[config.mk]
export PLATFORM = sky130hd
export DESIGN_NAME = pirt_bus_tbl
export DESIGN_NICKNAME = d
export VERILOG_FILES = /design/src/rtl/pirt_pkg.sv /design/src/rtl/pirt_bus_tbl.sv
export SDC_FILE = /design/constraint.sdc
export NUM_CORES = 1
export LEC_CHECK = 0
export BUFFER_PORTS_ARGS = -buffer_cell sky130_fd_sc_hd__clkbuf_2
export CAP_MARGIN = 20
export CORE_MARGIN = 1.5
export CORE_UTILIZATION = 54
export CTS_BUF_LIST = sky130_fd_sc_hd__clkbuf_4 sky130_fd_sc_hd__clkbuf_8
export CTS_CLUSTER_SIZE = 40
export DETAILED_ROUTE_END_ITERATION = 10
export PLACE_DENSITY = 0.72
export SETUP_SLACK_MARGIN = 0.3
export SLEW_MARGIN = 20
export SYNTH_ARGS = -nofsm -noshare
export SYNTH_HDL_FRONTEND = slang
export SYNTH_SLANG_ARGS = --single-unit
[constraint.sdc]
create_clock -name i_clk -period 3.1 [get_ports i_clk]
set_input_delay 0.31 -clock i_clk [delete_from_list [all_inputs] [get_ports i_clk]]
set_output_delay 0.31 -clock i_clk [all_outputs]
set_load 0.005 [all_outputs]
[src/rtl/pirt_pkg.sv]
// ----------------------------------------------------------------------------
// pirt_pkg
// Shared types and constants for the pci interrupt routing table: request and
// result beats, request modes, sequencer states and memory port controls.
// ----------------------------------------------------------------------------
package pirt_pkg;

    // default table size, and fixed pin count (INTA..INTD)
    localparam int BUSES_DEF   = 16;
    localparam int DEVICES_DEF = 32;
    localparam int PINS        = 4;
    localparam int PIN_W       = 2;
    localparam int IRQ_W       = 8;

    // request modes
    typedef enum logic [1:0] {
        MODE_REG_BUS   = 2'd0,
        MODE_ADD_ROUTE = 2'd1,
        MODE_LOOKUP    = 2'd2
    } t_mode;

    // request beat
    typedef struct packed {
        logic [1:0]       mode;
        logic [7:0]       bus;
        logic [7:0]       parent_bus;
        logic [5:0]       device;
        logic [2:0]       pin;
        logic [IRQ_W-1:0] irq_value;
    } t_in_item;

    // result beat
    typedef struct packed {
        logic             ok;
        logic [IRQ_W-1:0] found_irq;
    } t_out_item;

    // sequencer states
    typedef enum logic [2:0] {
        S_IDLE,
        S_CHECK,
        S_CLEAR,
        S_EVAL,
        S_DONE
    } t_state;

    // memory port controls
    typedef struct packed {
        logic wr_en;
        logic rd_en;
    } t_mem_ctl;

    // index width for a table of n entries, at least one bit
    function automatic int idx_w(input int n);
        return (n > 1) ? $clog2(n) : 1;
    endfunction

endpackage

[src/rtl/pirt_bus_tbl.sv]
// ----------------------------------------------------------------------------
// pirt_bus_tbl
// Per-bus table: valid marks in flops cleared at reset, parent bus and
// bridge slot in a small memory with registered read.
// ----------------------------------------------------------------------------
module pirt_bus_tbl #(
    parameter  int BUSES   = pirt_pkg::BUSES_DEF,
    parameter  int DEVICES = pirt_pkg::DEVICES_DEF,
    localparam int BW      = pirt_pkg::idx_w(BUSES),
    localparam int DW      = pirt_pkg::idx_w(DEVICES)
) (
    input  logic               i_clk,
    input  logic               i_rst_n,
    input  pirt_pkg::t_mem_ctl i_ctl,
    input  logic [BW-1:0]      i_addr,
    input  logic [BW-1:0]      i_wparent,
    input  logic [DW-1:0]      i_wslot,
    output logic [BW-1:0]      o_parent,
    output logic [DW-1:0]      o_slot,
    input  logic [BW-1:0]      i_vld_addr,
    output logic               o_vld
);
    import pirt_pkg::*;

    logic [BUSES-1:0]  r_valid;
    logic [BW+DW-1:0]  mem [BUSES];
    logic [BW+DW-1:0]  r_rdata;

    // valid marks, set when a bus is registered
    always_ff @(posedge i_clk) begin
        if (!i_rst_n) begin
            r_valid <= '0;
        end else if (i_ctl.wr_en) begin
            r_valid[i_addr] <= 1'b1;
        end
    end

    // parent and bridge slot store
    always_ff @(posedge i_clk) begin
        if (i_ctl.wr_en) begin
            mem[i_addr] <= {i_wparent, i_wslot};
        end
        if (i_ctl.rd_en) begin
            r_rdata <= mem[i_addr];
        end
    end

    assign o_parent = r_rdata[BW+DW-1:DW];
    assign o_slot   = r_rdata[DW-1:0];
    assign o_vld    = r_valid[i_vld_addr];

endmodule

==> impl_results.md <==
* Setup_tns at 0 ps
* P_int at between 3000 and 4000 uW
* Die Ht at 111 um
* DP Area at 0.00677 mm^2
* PwrDens at 613 mW/mm^2
* Clock Tree Buf Depth at 2
* PostCTS Resize Cnt at 0
* Mux cell area share after synthesis at 14.7%
* Detailed placement HPWL at 8.49 mm
* CTS tree: done
* Status: complete, no violations
* Synthesized area at between 0.006 and 0.007 mm^2
* Antenna Cells at 0
* CTS sink cnt at about 170
* Setup violators final at 0
* Fmax at 520 MHz
* Slew Limit Fails at 0
* Fraction of registers with async set/reset at 0%
* P_leak at 0.00239 uW
* Worst r2r src: mem[0][3]
* Worst-path clk slew at 90 ps
* Clock skew at 10.7 ps
* CP Data Arrival Time at around 2000 ps
* VDD IR max at around 0.33 mV
* Unique masters post-synth at 20
* Slew margin rel. at 30.7%
* Critical path origin: i_addr[0]
* Most common cell in the netlist: edfxtp_1
* EDFF count, synth at about 150
* Synthesized flop and latch total at 169
* Share of the synthesized area in the top cell type at 72.4%
* Initial Util at 55.6%
* Vias at 3,083
* R2R Setup Slk at 1630 ps
* Area of the die at 0.0124 mm^2
* Synthesis-to-finish area growth at 13.3%
* Placer Congestion at 0.845
* Syn. warnings at 0
* Io pins at 31
* GRT Overall Usage at 22.1%
* Hold-fix buffers, CTS at 0
* Critical Path Sink: mem[12][4]
* RR Endpoint: r_rdata[3]
* CTS H-tree depth at 4
* Mapped Avg Cell Area at 21.4 um^2
* CP required at 3180 ps
* XOR/XNOR share of the synthesized area at 0%
* Final Cycle Share at 62.0%
* Cell accounting for the most synthesized area: edfxtp_1
* Net Count, Synth at 318
* # DRC at 0
* Max Cap Viol at 0
* Crit Path Category: in -> reg
* Sw frac at between 20% and 30%
* RSZ-0062 raised after global routing: no
* Post-synth top cells: 153 x edfxtp_1, 40 x mux4_2, 18 x a22oi_1
* First-pass GRT wire length at 19.2 mm
* Drt total wl at around 13 mm
* Core Util, Final at 63.0%
* Hold Vio Cnt, Final at 0
* Crit path max fanout at 15
* Simple-gate area share of the yosys netlist at 2.70%
* Total grt overflow at 0
* Worst Setup End Kind: flip-flop
* Final instance area at approximately 0.0072 mm^2
* Sequential share of the synthesized area at around 77%
* Dominant register cell in the synthesized netlist: edfxtp_1
* Combinational power share at 5.2%
* Vias in the first global route at around 3.2k
* Vias per inst at 6.08
* Routed len/inst at 25.3 um
* Synth Area in Compound Gates at between 4 and 5%
* DRT antenna net count at 0
* Worst reg2reg path depth at 3
* Root Buffer: clkbuf_8
* Die X at around 110 um
* Total core area at 0.0114 mm^2
* Skew-Pair Late Insertion Delay at 460 ps
* P_sw at 961 uW
* Largest family of logic cells by synthesized area: multiplexers
* Worst Hold Launch: i_wparent[2]
* Row cnt at 39
* Share of cells above drive strength 1 at between 30% and 40%
* HP Class: in -> reg
* CTS Buf Count at 17
* TritonRoute pass-1 iters at 5
* Startpoint Class: primary input
* Largest net degree at the start of global routing at 29
* Largest cells by area after synthesis: edfxtp_1 72%, mux4_2 14%, dfxtp_1 5.0%
* Port buffer count at 30
* Clk pwr share at 36.9%
* Power share of the sequential group at between 50% and 60%
* Post-Synth Adder-Cell Area at 0%
* Minimum clock period at about 1900 ps
* Mapped Cells at between 200 and 300
* Initial antenna violation count at 0
* Slew @ Worst Pin at 1030 ps
* Initial DRC count at approximately 300
* Post-CTS Setup Bufs at 0
* NumNets Final at about 370
## through the flow
step                total power [uW]  cells  setup slack (ps)  hold slack [ps]
finish                          4410    507              1180              276
global route                    4540    507              1020              294
CTS                             4430    507              1150              270
floorplan                       2730    297              1260              409
detailed placement              2840    475               657              448
global placement                2830    475               788              441
## metal layers
layer | up-vias | GRT usage (%) | routed length, um
met5 | - | 0 | 0
met4 | 0 | 7.43 | 265
met3 | 28 | 6.53 | 806
met2 | 121 | 37.3 | 6780
met1 | 1594 | 28.0 | 4960
li1 | 1340 | - | -
## layout make-up
cell class	count	area, um^2
clock buffers	17	234
clock inverters	15	185
fillers	810	4230
multi-input cells	113	1360
flip-flops and latches	169	4910
well taps	143	179
repair buffers	50	313
## cell families after synthesis
logic type             Yosys count
AND/OR/NAND/NOR                 36
flip-flops                     169
multiplexers                    43
AO/OA/AOI/OAI                   34
buffers and inverters           15
## layout by cell type (no fill, tap or decap), types with 7 or more instances in the layout
cell / count
a22oi_1: 18
buf_4: 19
clkbuf_2: 30
clkbuf_8: 17
dfxtp_1: 16
edfxtp_1: 153
inv_6: 7
mux4_2: 40
nand2_1: 10
nor2_1: 13
o21a_1: 16
## critical path, cell delays in order
cell and delay [ps]:
clkbuf_2 320, or3b_1 540, nor2_1 800
## registers in the layout, summed over array words and instances, names as in the netlist
register / count
r_valid: 16
mem: 144
r_rdata: 9
## worst min path at each step
stage | to | slack, ps | depth (start not counted)
3_5_place_dp | r_valid[6] | 450 | 1
3_3_place_gp | r_valid[15] | 440 | 1
5_1_grt | mem[10][2] | 290 | 1
6_report | mem[4][7] | 280 | 1
2_1_floorplan | mem[0][0] | 410 | 0
4_1_cts | mem[8][6] | 270 | 1
## power by group through the flow
stage / logic [uW] / clock network, uW / registers [uW]
final: 227 / 1630 / 2550
after global routing: 248 / 1730 / 2560
after CTS: 230 / 1640 / 2560
after detailed placement: 230 / 0 / 2610
after global placement: 225 / 0 / 2610
after floorplan: 132 / 0 / 2600
(Power assumes the default switching activity.)
