[src/rtl/pirt_pkg.sv]
// ----------------------------------------------------------------------------
// pirt_pkg
// Shared types and constants for the pci interrupt routing table: request and
// result beats, request modes, sequencer states and memory port controls.
// ----------------------------------------------------------------------------
package pirt_pkg;

    // default table size, and fixed pin count (INTA..INTD)
    localparam int BUSES_DEF   = 16;
    localparam int DEVICES_DEF = 32;
    localparam int PINS        = 4;
    localparam int PIN_W       = 2;
    localparam int IRQ_W       = 8;

    // request modes
    typedef enum logic [1:0] {
        MODE_REG_BUS   = 2'd0,
        MODE_ADD_ROUTE = 2'd1,
        MODE_LOOKUP    = 2'd2
    } t_mode;

    // request beat
    typedef struct packed {
        logic [1:0]       mode;
        logic [7:0]       bus;
        logic [7:0]       parent_bus;
        logic [5:0]       device;
        logic [2:0]       pin;
        logic [IRQ_W-1:0] irq_value;
    } t_in_item;

    // result beat
    typedef struct packed {
        logic             ok;
        logic [IRQ_W-1:0] found_irq;
    } t_out_item;

    // sequencer states
    typedef enum logic [2:0] {
        S_IDLE,
        S_CHECK,
        S_CLEAR,
        S_EVAL,
        S_DONE
    } t_state;

    // memory port controls
    typedef struct packed {
        logic wr_en;
        logic rd_en;
    } t_mem_ctl;

    // index width for a table of n entries, at least one bit
    function automatic int idx_w(input int n);
        return (n > 1) ? $clog2(n) : 1;
    endfunction

endpackage

[src/rtl/pirt_seq.sv]
// ----------------------------------------------------------------------------
// pirt_seq
// Request sequencer: checks arguments, registers buses with a clearing
// sweep, stores routes, and walks lookups up the bridge chain one level
// per cycle with the swizzle adder.
// ----------------------------------------------------------------------------
module pirt_seq #(
    parameter  int BUSES   = pirt_pkg::BUSES_DEF,
    parameter  int DEVICES = pirt_pkg::DEVICES_DEF,
    localparam int BW      = pirt_pkg::idx_w(BUSES),
    localparam int DW      = pirt_pkg::idx_w(DEVICES),
    localparam int AW      = BW + DW + pirt_pkg::PIN_W
) (
    input  logic                       i_clk,
    input  logic                       i_rst_n,
    input  logic                       i_in_valid,
    input  pirt_pkg::t_in_item         i_in_data,
    output logic                       o_idle,
    output logic                       o_res_valid,
    output pirt_pkg::t_out_item        o_res,
    input  logic                       i_res_take,
    output pirt_pkg::t_mem_ctl         o_irq_ctl,
    output logic [AW-1:0]              o_irq_addr,
    output logic [pirt_pkg::IRQ_W-1:0] o_irq_wdata,
    input  logic [pirt_pkg::IRQ_W-1:0] i_irq_rdata,
    output pirt_pkg::t_mem_ctl         o_tbl_ctl,
    output logic [BW-1:0]              o_tbl_addr,
    output logic [BW-1:0]              o_tbl_wparent,
    output logic [DW-1:0]              o_tbl_wslot,
    input  logic [BW-1:0]              i_tbl_parent,
    input  logic [DW-1:0]              i_tbl_slot,
    output logic [BW-1:0]              o_vld_addr,
    input  logic                       i_vld
);
    import pirt_pkg::*;

    localparam int SW = $clog2(BUSES + 1);
    localparam int CW = DW + PIN_W;

    t_state     r_state, n_state;
    t_in_item   r_in, n_in;
    t_out_item  r_res, n_res;
    logic [BW-1:0]    r_cur, n_cur;
    logic [PIN_W-1:0] r_off, n_off;
    logic [SW-1:0]    r_steps, n_steps;
    logic [CW-1:0]    r_sweep, n_sweep;

    logic             bus_ok, par_ok, dev_ok, pin_ok;
    logic [PIN_W-1:0] pidx, walk_off;

    // state register
    always_ff @(posedge i_clk) begin
        if (!i_rst_n) begin
            r_state <= S_IDLE;
        end else begin
            r_state <= n_state;
        end
    end

    // request and walk registers
    always_ff @(posedge i_clk) begin
        r_in    <= n_in;
        r_res   <= n_res;
        r_cur   <= n_cur;
        r_off   <= n_off;
        r_steps <= n_steps;
        r_sweep <= n_sweep;
    end

    // argument checks and swizzle adder
    always_comb begin
        bus_ok   = {1'b0, r_in.bus} < 9'(BUSES);
        par_ok   = {1'b0, r_in.parent_bus} < 9'(BUSES);
        dev_ok   = {1'b0, r_in.device} < 7'(DEVICES);
        pin_ok   = r_in.pin inside {[3'd1:3'd4]};
        pidx     = PIN_W'(r_in.pin - 3'd1);
        walk_off = r_off + PIN_W'(i_tbl_slot);
    end

    // next state and memory controls
    always_comb begin
        n_state       = r_state;
        n_in          = r_in;
        n_res         = r_res;
        n_cur         = r_cur;
        n_off         = r_off;
        n_steps       = r_steps;
        n_sweep       = r_sweep;
        o_irq_ctl     = '0;
        o_irq_addr    = {r_in.bus[BW-1:0], r_in.device[DW-1:0], pidx};
        o_irq_wdata   = r_in.irq_value;
        o_tbl_ctl     = '0;
        o_tbl_addr    = r_in.bus[BW-1:0];
        o_tbl_wparent = r_in.parent_bus[BW-1:0];
        o_tbl_wslot   = r_in.device[DW-1:0];
        o_vld_addr    = r_in.bus[BW-1:0];
        o_idle        = (r_state == S_IDLE);
        o_res_valid   = (r_state == S_DONE);

        case (r_state)
            S_IDLE: begin
                if (i_in_valid) begin
                    n_in    = i_in_data;
                    n_state = S_CHECK;
                end
            end

            S_CHECK: begin
                n_res   = '0;
                n_state = S_DONE;
                case (r_in.mode)
                    MODE_REG_BUS: begin
                        if (bus_ok && par_ok && dev_ok) begin
                            o_tbl_ctl.wr_en = 1'b1;
                            n_res.ok        = 1'b1;
                            n_sweep         = '0;
                            n_state         = S_CLEAR;
                        end
                    end
                    MODE_ADD_ROUTE: begin
                        if (bus_ok && dev_ok && pin_ok && i_vld) begin
                            o_irq_ctl.wr_en = 1'b1;
                            n_res.ok        = 1'b1;
                        end
                    end
                    MODE_LOOKUP: begin
                        if (bus_ok && dev_ok && pin_ok && i_vld) begin
                            o_irq_ctl.rd_en = 1'b1;
                            o_tbl_ctl.rd_en = 1'b1;
                            n_cur           = r_in.bus[BW-1:0];
                            n_off           = PIN_W'(r_in.device) + pidx;
                            n_steps         = '0;
                            n_res.ok        = 1'b1;
                            n_state         = S_EVAL;
                        end
                    end
                    default: begin
                        n_state = S_DONE;
                    end
                endcase
            end

            // zero the new bus's entries, one per cycle
            S_CLEAR: begin
                o_irq_ctl.wr_en = 1'b1;
                o_irq_addr      = {r_in.bus[BW-1:0], r_sweep};
                o_irq_wdata     = '0;
                if (r_sweep == CW'(DEVICES * PINS - 1)) begin
                    n_state = S_DONE;
                end else begin
                    n_sweep = r_sweep + CW'(1);
                end
            end

            // one bridge level per cycle
            S_EVAL: begin
                o_vld_addr = i_tbl_parent;
                if (i_irq_rdata != '0 || r_steps == SW'(BUSES) || i_tbl_parent == r_cur) begin
                    n_res.found_irq = i_irq_rdata;
                    n_state         = S_DONE;
                end else if (!i_vld) begin
                    n_res.found_irq = '0;
                    n_state         = S_DONE;
                end else begin
                    o_irq_ctl.rd_en = 1'b1;
                    o_irq_addr      = {i_tbl_parent, DW'(0), walk_off};
                    o_tbl_ctl.rd_en = 1'b1;
                    o_tbl_addr      = i_tbl_parent;
                    n_cur           = i_tbl_parent;
                    n_off           = walk_off;
                    n_steps         = r_steps + SW'(1);
                end
            end

            S_DONE: begin
                if (i_res_take) begin
                    n_state = S_IDLE;
                end
            end

            default: begin
                n_state = S_IDLE;
            end
        endcase
    end

    assign o_res = r_res;

endmodule

[config.mk]
export PLATFORM = sky130hd
export DESIGN_NAME = pirt_seq
export DESIGN_NICKNAME = d
export VERILOG_FILES = /design/src/rtl/pirt_pkg.sv /design/src/rtl/pirt_seq.sv
export SDC_FILE = /design/constraint.sdc
export NUM_CORES = 1
export LEC_CHECK = 0
export BUFFER_PORTS_ARGS = -buffer_cell sky130_fd_sc_hd__clkbuf_2
export CAP_MARGIN = 20
export CORE_ASPECT_RATIO = 0.5
export CORE_MARGIN = 3
export CORE_UTILIZATION = 54
export CTS_CLUSTER_SIZE = 12
export DETAILED_ROUTE_END_ITERATION = 7
export GPL_TIMING_DRIVEN = 0
export PLACE_DENSITY_LB_ADDON = 0.1
export SYNTH_ARGS = -nofsm -noshare
export SYNTH_HDL_FRONTEND = slang
export SYNTH_SLANG_ARGS = --single-unit
export TNS_END_PERCENT = 1
[constraint.sdc]
create_clock -name i_clk -period 5.35 [get_ports i_clk]
set_input_delay 0.8025 -clock i_clk [delete_from_list [all_inputs] [get_ports i_clk]]
set_output_delay 0.8025 -clock i_clk [all_outputs]
set_load 0.01 [all_outputs]
==> results.sh, run 1 <==
export IMPL_crit_arrival_ns=2.51
export IMPL_async_flop_share_pct=0
export IMPL_ys_ff_latch=65
export IMPL_final_antenna_net_count=0
export IMPL_grt_pass1_wl_um=10700
export IMPL_viasPerCell=5.16
export IMPL_setup_worst_path_class="reg2out"
export IMPL_max_slew_margin_pct=44.5
export IMPL_endpoint_kind="primary output"
export IMPL_cts_tree="yes"
export IMPL_grt_max_degree=36
export IMPL_vias=2227
export IMPL_hp_class="reg2reg"
export IMPL_die_height_um=59.9
export IMPL_final_setup_viol_count=0
export IMPL_die_area_sq_um=6820
export IMPL_hold_viol_final=0
export IMPL_worstPathRequired_ns=4.55
export IMPL_cts_hold_buf=0
export IMPL_power_density_nw_per_um2=320
export IMPL_post_route_period_util_pct=61.8
export IMPL_grt_antenna_before_repair=0
export IMPL_maxCapViolations=0
export IMPL_syn_inst=242
export IMPL_critPathMaxFanout=9
export IMPL_clock_fmax_mhz=302
export IMPL_syn_cell_area_sq_um=3140
export IMPL_io_buffers=104
export IMPL_grt_pass1_vias=2249
export IMPL_skew_ns=0.00432
export IMPL_synthToLayoutAreaGrowth_pct=28.0
export IMPL_ios=108
export IMPL_status="finished, final reports clean"
export IMPL_row_count=18
export IMPL_synthFlopType="edfxtp_1"
export IMPL_critPathMaxStageDelay_ns=0.38
export IMPL_clk_latency_ns=0.33
export IMPL_syn_area_per_cell_sq_um=13.0
export IMPL_rrSetupSlack_ns=3.10
export IMPL_cts_root_buffer="clkbuf_16"
export IMPL_nets=425
export IMPL_fin_setup_tns_ns=0
export IMPL_wl_per_cell_um=15.7
export IMPL_dr_pass1_iters=4
export IMPL_crit_slowest_cell="edfxtp_1"
export IMPL_start_kind="flop"
export IMPL_ys_warn_count=0
export IMPL_layout_commonest_cell="clkbuf_2"
export IMPL_layout_common_cells="clkbuf_2, edfxtp_1, nand2_1"
export IMPL_drive_gt1_share_pct=40.6
export IMPL_power_total_mw=1.29
export IMPL_clock_sinks=65
export IMPL_cts_made_buffers=9
export IMPL_finalCriticalPeriod_ns=3.31
export IMPL_place_congestion=0.853
export IMPL_cts_buffer_depth=2
export IMPL_nFillCells=346
export IMPL_synth_cell_type_count=42
export IMPL_drc=0
export IMPL_postRouteWirelength_um=6770
export IMPL_drv_slew=0
export IMPL_critPathBufInv=3
export IMPL_synth_edff_count=62
export IMPL_antennaDiodeCount=0
export IMPL_dp_hpwl_um=5050
export IMPL_crit_chain="inv_1, ha_1, and4bb_1, nor4_2, and3_1, and2_4, buf_12, mux2_4, clkbuf_2"
export IMPL_post_cts_buffers=0
export IMPL_clkSlewWorstSetupHoldPaths_ns=0.05
export IMPL_worstMarginPinSlew_ns=0.833
export IMPL_cts_resized=0
export IMPL_die_w_um=114
export IMPL_rsz0062_at_grt="false"
export IMPL_drt_iter0_markers=76
export IMPL_fp_coreArea_sq_um=5250
export IMPL_power_leakage_nw=1.77
export IMPL_vdd_drop_max_mv=0.242
export IMPL_grtUsageTotal_pct=21.0
export IMPL_fin_util_pct=76.6
export IMPL_start_util_pct=59.8
export IMPL_cp_top_family="simple AND/OR/NAND/NOR gates"
export IMPL_gr_total_overflow=0
export IMPL_ys_seq_area_share_pct=61.2
export IMPL_htreeDepth=3
export IMPL_syn_num_nets=310
## state kept, by name (all words and copies together), names as in the netlist
signal / flops
o_tbl_wparent: 4
o_tbl_wslot: 5
r_cur: 4
r_steps: 5
r_state: 3
r_in: 26
r_sweep: 7
o_res: 9
r_off: 2
## report_power, final
| group | total (mW) | internal [mW] | switching (mW) |
|---|---|---|---|
| Clock | 0.526 | 0.312 | 0.214 |
| Sequential | 0.611 | 0.597 | 0.0138 |
| Combinational | 0.152 | 0.0707 | 0.0815 |
## stage by stage
stage               instances  hold WS (ns)  area, sq um  worst slack (ns)
floorplan                 242         0.570         3140              2.51
global placement          416         0.590         3750              2.18
detailed placement        416         0.609         3750              2.12
CTS                       432         0.617         4020              2.05
global route              432         0.632         4020              1.90
finish                    432         0.611         4020              2.04
## Yosys cell counts, types with 2 or more instances
cell type | count | area share, %
a22o_1 | 5 | 1.4
dfxtp_1 | 3 | 1.9
o21a_1 | 2 | 0.48
or2_2 | 3 | 0.60
nor2_1 | 18 | 2.2
mux2_4 | 8 | 3.8
and2_1 | 11 | 2.2
xnor2_1 | 12 | 3.3
a21oi_1 | 4 | 0.64
buf_4 | 10 | 2.4
nand3_1 | 6 | 0.96
nand2b_1 | 3 | 0.60
ha_1 | 11 | 4.4
clkbuf_1 | 7 | 0.84
nand2_1 | 22 | 2.6
inv_1 | 11 | 1.3
and3_1 | 12 | 2.4
nor3_1 | 2 | 0.32
a32oi_1 | 2 | 0.56
edfxtp_1 | 62 | 59
nor4_1 | 3 | 0.60
o21ai_0 | 2 | 0.32
xor2_1 | 4 | 1.1
## cell families after synthesis
family          count (synthesis)  synth area share [%]
compound gates                 22                  5.14
xor+xnor                       16                  4.46
fa+ha+maj                      11                  4.38
buf+inv                        29                  5.18
flops                          65                  61.2
mux                             8                  3.82
simple gates                   91                  15.8
## final timing paths
| path | start | to | depth (start not counted) |
|---|---|---|---|
| setup / recovery | r_steps[0]$_SDFFCE_PN0P_ | o_tbl_addr[2] | 9 |
| hold reg to reg | r_in[28]$_DFFE_PP_ | r_cur[3]$_DFFE_PP_ | 2 |
| setup reg to reg | r_steps[0]$_SDFFCE_PN0P_ | r_steps[1]$_SDFFCE_PN0P_ | 7 |
| hold / removal | r_in[28]$_DFFE_PP_ | r_cur[3]$_DFFE_PP_ | 2 |
## metal layers
layer | vias to the layer above | GRT usage (%) | share of wire [%]
met5 | - | 0 | 0
met4 | 0 | 5.08 | 0.74
met3 | 7 | 10.5 | 9.6
met2 | 91 | 35.8 | 48
met1 | 1031 | 24.3 | 41
li1 | 1098 | - | -
## worst register-to-register path: stages, from the launching register on
cell and delay [ns]:
edfxtp_1 0.38, inv_1 0.06, ha_1 0.20, and4bb_1 0.22, nor4_2 0.31, and4_1 0.28, o21ai_1 0.11, inv_1 0.35
## cell type report
| cell class | count | area [sq um] | area share, % |
|---|---|---|---|
| flip-flops and latches | 65 | 1920 | 47.8 |
| multi-input cells | 148 | 1060 | 26.3 |
| repair buffers | 104 | 520 | 12.9 |
| clock buffers | 9 | 225 | 5.60 |
| plain buffers | 18 | 121 | 3.02 |
| well taps | 70 | 87.6 | 2.18 |
| clock inverters | 7 | 46.3 | 1.15 |
| inverters | 11 | 41.3 | 1.03 |
Power figures use the tool's default switching activity.
==> run 2, diff against run 1 <==
Settings changed: CORE_UTILIZATION 54 to 45.
Clock period 5.35 ns to 3 ns, I/O delays scaled along.
==> run 2 against run 1 <==
  * Critical path depth stayed put
  * Global-route usage is 3.2 points lower
  * Worst hold slack worse by 0.31 ns
  * Die area is 18% higher
  * First-iteration DRC count is 28% higher
  * Highest routed layer unchanged
  * Sequential cell count stayed put
  * Largest power group unchanged
  * Register-to-register slack worse by 2.4 ns
  * Cell count is 4.2% higher
==> results.sh, run 2 (synthesis gave the netlist of run 1 again) <==
export IMPL_status="finished, final reports clean"
export IMPL_finalCriticalPeriod_ns=2.87
export IMPL_crit_chain="inv_1, ha_1, and4bb_1, nor4_4, and3_4, and2_4, buf_12, mux2_4, clkbuf_2"
export IMPL_grtUsageTotal_pct=17.8
export IMPL_fin_setup_tns_ns=0
export IMPL_wl_per_cell_um=14.7
export IMPL_setup_worst_path_class="reg2out"
export IMPL_grt_pass1_vias=2235
export IMPL_final_antenna_net_count=0
export IMPL_htreeDepth=3
export IMPL_final_setup_viol_count=0
export IMPL_largest_reg_flops=26
export IMPL_crit_slowest_cell="edfxtp_1"
export IMPL_die_w_um=124
export IMPL_cts_made_buffers=9
export IMPL_power_density_nw_per_um2=578
export IMPL_critPathMaxFanout=9
export IMPL_clock_fmax_mhz=348
export IMPL_clock_sinks=65
export IMPL_dr_pass1_iters=4
export IMPL_ios=108
export IMPL_post_route_period_util_pct=95.8
export IMPL_place_congestion=0.839
export IMPL_nets=425
export IMPL_crit_arrival_ns=2.42
export IMPL_vias=2232
export IMPL_dp_hpwl_um=4940
export IMPL_synthToLayoutAreaGrowth_pct=29.9
export IMPL_hold_viol_final=0
export IMPL_drt_iter0_markers=97
export IMPL_clk_latency_ns=0.32
export IMPL_regMostFlops="r_in"
export IMPL_worstMarginPinSlew_ns=0.865
export IMPL_skew_ns=0.00609
export IMPL_clkSlewWorstSetupHoldPaths_ns=0.05
export IMPL_antennaDiodeCount=0
export IMPL_cts_buffer_depth=2
export IMPL_start_util_pct=49.0
export IMPL_grt_antenna_before_repair=0
export IMPL_layout_common_cells="clkbuf_2, edfxtp_1, nand2_1"
export IMPL_max_slew_margin_pct=42.4
export IMPL_vdd_drop_max_mv=0.386
export IMPL_cts_tree="yes"
export IMPL_die_height_um=65.1
export IMPL_viasPerCell=4.96
export IMPL_fp_coreArea_sq_um=6410
export IMPL_io_buffers=104
export IMPL_cts_hold_buf=0
export IMPL_critPathBufInv=3
export IMPL_endpoint_kind="primary output"
export IMPL_layout_commonest_cell="clkbuf_2"
export IMPL_fin_util_pct=63.7
export IMPL_holdWs_ns=0.298
export IMPL_drive_gt1_share_pct=40.6
export IMPL_drv_slew=0
export IMPL_nFillCells=522
export IMPL_row_count=20
export IMPL_drc=0
export IMPL_power_total_mw=2.36
export IMPL_cts_root_buffer="clkbuf_16"
export IMPL_cp_top_family="simple AND/OR/NAND/NOR gates"
export IMPL_power_leakage_nw=1.77
export IMPL_maxCapViolations=0
export IMPL_grt_max_degree=36
export IMPL_start_kind="flop"
export IMPL_critPathMaxStageDelay_ns=0.39
export IMPL_rsz0062_at_grt="true"
export IMPL_die_area_sq_um=8080
export IMPL_grt_pass1_wl_um=10700
export IMPL_gr_total_overflow=0
export IMPL_worstPathRequired_ns=2.55
export IMPL_hp_class="in2reg"
export IMPL_postRouteWirelength_um=6600
==> run 2: cell count changes in the layout (fill, tap and decap cells not counted), sizes merged <==
cell and change:
inv -1, bufinv +1
==> run 2: through the flow <==
| step | setup slack, ns | std cells | area, sq um |
|---|---|---|---|
| finish | 0.126 | 450 | 4080 |
| detailed placement | 0.442 | 434 | 3770 |
| floorplan | 0.715 | 242 | 3140 |
| global placement | 0.314 | 434 | 3770 |
| global route | -0.00701 | 450 | 4080 |
| CTS | 0.0765 | 450 | 4060 |
==> run 2: path summary, 6_finish.rpt <==
path	from	end	depth (start not counted)	slack, ns
max	r_steps[0]$_SDFFCE_PN0P_	o_irq_addr[9]	9	0.13
min	i_in_data[6]	r_in[6]$_DFFE_PP_	1	0.30
max reg2reg	r_in[8]$_DFFE_PP_	r_cur[1]$_DFFE_PP_	6	0.72
min reg2reg	r_in[26]$_DFFE_PP_	r_cur[1]$_DFFE_PP_	2	0.61
==> run 2: what timing repair did <==
| item | CTS | global route |
|---|---|---|
| endpoints found under the setup margin | 0 | 12 |
| buffers inserted | 0 | 0 |
| resized for setup | 0 | 3 |
==> run 2: cell type report <==
| cell class | count | area, sq um | share of cell area, % |
|---|---|---|---|
| sequential | 65 | 1920 | 47.1 |
| multi-input combinational | 148 | 1080 | 26.4 |
| timing repair buffer | 104 | 520 | 12.8 |
| clock buffer | 9 | 225 | 5.52 |
| buffer | 18 | 121 | 2.97 |
| tap | 88 | 110 | 2.70 |
| clock inverter | 7 | 61.3 | 1.50 |
| inverter | 11 | 41.3 | 1.01 |
==> run 2: where the power goes <==
| part | total, mW | internal [mW] | switching, mW |
|---|---|---|---|
| Sequential | 1.09 | 1.07 | 0.0235 |
| Combinational | 0.272 | 0.127 | 0.146 |
| Clock | 0.995 | 0.632 | 0.364 |
==> run 2: per-layer routing <==
metal	global-route usage, %	share of wire [%]	vias to the layer above
li1	-	-	1102
met1	22.1	43	1040
met2	28.0	47	83
met3	8.72	9.5	7
met4	4.50	0.64	0
met5	0	0	-
